==> src/rtl/lsf_ram.sv <==
// Generic single-write, single-read RAM with registered read data.
module lsf_ram #(
  parameter int WIDTH = 16,
  parameter int DEPTH = 256,
  localparam int AW = (DEPTH > 1) ? $clog2(DEPTH) : 1
) (
  input  logic             clk,
  input  logic             we,
  input  logic [AW-1:0]    waddr,
  input  logic [WIDTH-1:0] wdata,
  input  logic [AW-1:0]    raddr,
  output logic [WIDTH-1:0] rdata
);

  logic [WIDTH-1:0] mem [DEPTH];

  always_ff @(posedge clk) begin
    if (we) begin
      mem[waddr] <= wdata;
    end
    rdata <= mem[raddr];
  end

endmodule

==> config.mk <==
export PLATFORM = sky130hd
export DESIGN_NAME = lsf_ram
export DESIGN_NICKNAME = d
export VERILOG_FILES = /design/src/rtl/lsf_ram.sv
export SDC_FILE = /design/constraint.sdc
export NUM_CORES = 2
export LEC_CHECK = 0
export BUFFER_PORTS_ARGS = -buffer_cell sky130_fd_sc_hd__clkbuf_2
export CORE_MARGIN = 4
export CORE_UTILIZATION = 50
export DETAILED_ROUTE_END_ITERATION = 10
export PLACE_DENSITY = 0.75
export SETUP_SLACK_MARGIN = 0.5
export SYNTH_ARGS = -nofsm -noshare
export SYNTH_HDL_FRONTEND = slang
export SYNTH_SLANG_ARGS = --single-unit
==> constraint.sdc <==
create_clock -name clk -period 3.3 [get_ports clk]
set_clock_uncertainty 0.2 [all_clocks]
set_input_delay 0.66 -clock clk [delete_from_list [all_inputs] [get_ports clk]]
set_output_delay 0.66 -clock clk [all_outputs]
set_load 0.03 [all_outputs]
==> results.cfg <==
[global_routing]
grt_pass1_vias = 83427
antenna_found_initial = 21
grt_max_degree = 107
grtUsageTotal_pct = 26.1
grt_pass1_wl_um = 612000
grt.overflow.total = 0

[yosys]
ys.flop_type = edfxtp_1
synth.most_common_cell = edfxtp_1
ys_seq_area_share_pct = 77.7
synthArstFlopShare_pct = 0
yosysTopAreaCellShare_pct = 77.5
synth_edf_count = 4096
mappedNetlistNets = 7394
yosys_warnings = 0
ys_types = 52
synth_commonest_cells = edfxtp_1, mux4_2, mux2i_1
yosysTopAreaCell = edfxtp_1
ys_ff_latch = 4112
synth_area_leaders = edfxtp_1, mux4_2, mux2i_1
synth_cells = 7360
synth_area_per_cell_um2 = 21.6
synth_area_mm2 = 0.159

[sta]
slew_headroom_pct = 28.0
setup_slack_ns = 0.389
hold_viol_final = 0
timing.final.crit_period_ns = 2.91
fmax_mhz = 344
period_share_pct = 88.2
rsz0062_at_grt = no
slew_viol_final = 0
worst_pin_slew_ns = 1.08
setup_viol = 0

[floorplan]
core_region_area_mm2 = 0.315
chipWidth_um = 571
io_pins = 50
initial_core_util_pct = 50.3
die_h_um = 571
rows = 206
dieArea_mm2 = 0.327

[setup_path]
worstPathMaxFanout = 20
arrival_ns = 3.51
critPathLaunch = raddr[0]
criticalPathCategory = in -> reg
cp.required_ns = 3.90
end_kind = flip-flop
start_kind = input port
slowest_stage = nor3_1
r2r-start = mem[58][11]
path_cells = buf_16, buf_12, buf_12, buf_12, buf_4, mux2i_1, o221ai_1, o22ai_1, nor3_1, nor4_1, nor4_2
crit_top_cell = buf_12
reg2reg_depth = 6
max_stage_delay_ns = 0.59

[drt]
vias_per_cell = 6.49
drt_iter0_drc = 13295
via_count = 83536
wl_met2_um = 200000
route.met3.wl_um = 55600
routed_wl_um = 430000
drtPass1Iterations = 11
drc_errors = 6
wl_met1_um = 150000
drtAntennaViolNets = 1
top_layer = met5
wl_per_cell_um = 33.4

[finish]
nets = 8406
fill_cells = 21408
layout-drive-gt1-share_pct = 30.1
postLayoutCellArea_mm2 = 0.185
stdcell_count = 12866
areaGrowthSynthToFinish_pct = 16.5
seq_area_mm2 = 0.123
multi_input_area_mm2 = 0.0333

[hold_path]
hp-start = wdata[1]
hp-class = in -> reg
min_delay_path_depth = 1

[cts]
cts_root_buf = clkbuf_16
cts_tree = yes
cts_sinks = 4112
clkTransAtPathRegs_ns = 0.06
clockBufferDepth = 4
clock_latency_ns = 0.92
cts_buffers = 396
htree_levels = 5

[job]
cap_violations = 0

[power_and_ir_drop]
clockPowerShare_pct = 40.9
p_comb_share_pct = 5.8
powerDensity_mw_per_mm2 = 585
internal_power_mw = 84.9
leakage_nw = 59.9
power_frac_seq_pct = 53.4
p_switching_mw = 23.2
irDropWorstVdd_uv = 477
power.total_mw = 108
switching_share_pct = 21.5

[run_status]
status = complete, but fails checks
violations = antenna rules, DRC

[placement]
place_congestion = 0.947
postPlaceCellArea_mm2 = 0.172
portBuffers = 49
dpl_worst_slack_ns = -0.884
dp_hpwl_um = 259000
dp_cells = 12119
-- metrics by stage --
step / hold slack, ns / TNS, ns / util, %
4_1_cts: 0.000316 / 0 / 58.5
6_report: 0.0316 / 0 / 58.6
3_3_place_gp: 0.806 / -7.14 / 54.4
5_1_grt: 0.0278 / 0 / 58.6
3_5_place_dp: 0.806 / -7.77 / 54.4
2_1_floorplan: 0.559 / 0 / -
-- power by group through the flow --
stage          Sequential [mW]  Clock, mW  Combinational (mW)
2_1_floorplan             58.8          0                2.90
3_3_place_gp              58.8          0                5.84
3_5_place_dp              58.8          0                5.98
4_1_cts                   57.7       44.5                6.08
5_1_grt                   57.7       46.9                6.45
6_report                  57.7       44.2                6.24
-- sequential cells by signal (all words and copies together) (netlist names) --
name,count
mem,4096
rdata,16
-- worst max-delay path: cells and delay by family --
kind | cells | cell delay, ns
AO/OA/AOI/OAI | 2 | 0.54
multiplexers | 1 | 0.12
AND/OR/NAND/NOR | 3 | 1.06
buffers and inverters | 5 | 1.06
-- cell families (layout without fill, tap and decap cells) --
kind of cell           after synthesis  in the layout  share of synthesized area (%)
buffers and inverters              456           1784                           1.69
AO/OA/AOI/OAI                      786            786                           3.54
flip-flops                        4112           4112                           77.7
AND/OR/NAND/NOR                    556            556                           1.57
other                                0             18                              0
multiplexers                      1450           1450                           15.5
-- area by class of cell --
cell class	instances	share of cell area [%]
Timing Repair Buffer	1066	5.65
Multi-Input combinational cell	2792	18.0
Tap cell	4160	2.82
Clock inverter	217	1.15
Antenna cell	18	0.0244
Clock buffer	497	5.64
Sequential cell	4112	66.7
Inverter	4	0.0149
-- repair_timing --
action	CTS	global route
endpoints found under the hold margin	139	0
hold buffers	7	0
buffers inserted	0	3
pin swaps	0	7
setup endpoints to repair	9	15
cloned	1	4
resized for setup	17	51
-- routing by layer --
metal  vias up  global-route usage [%]
li1      33327                       -
met4         6                    12.6
met5         -                       0
met1     43123                    35.5
met2      6047                    39.7
met3      1033                    6.78
-- path summary, 6_finish.rpt --
kind              slack, ns          to
setup / recovery       0.39    rdata[4]
hold / removal         0.03  mem[63][1]
setup reg to reg       0.53   rdata[11]
hold reg to reg        0.84   rdata[14]
-- placed cells by master (no fill, tap or decap), types with 38 or more instances in the layout --
cell type  Yosys  layout
nor2_1       304     247
edfxtp_1    4096    4096
o221ai_1     252     245
a21oi_1      175     168
clkinv_1       0      91
buf_4         26     826
clkinv_2       0      60
mux2i_1      565     565
clkbuf_1     230      91
o22ai_1      148     146
nor3_1        92      85
clkbuf_16      0     403
buf_12         5     169
mux4_2       797     797
nor2_2         0      57
mux2_2        88      88
nand2_1       38      38
(Power assumes the default switching activity.)
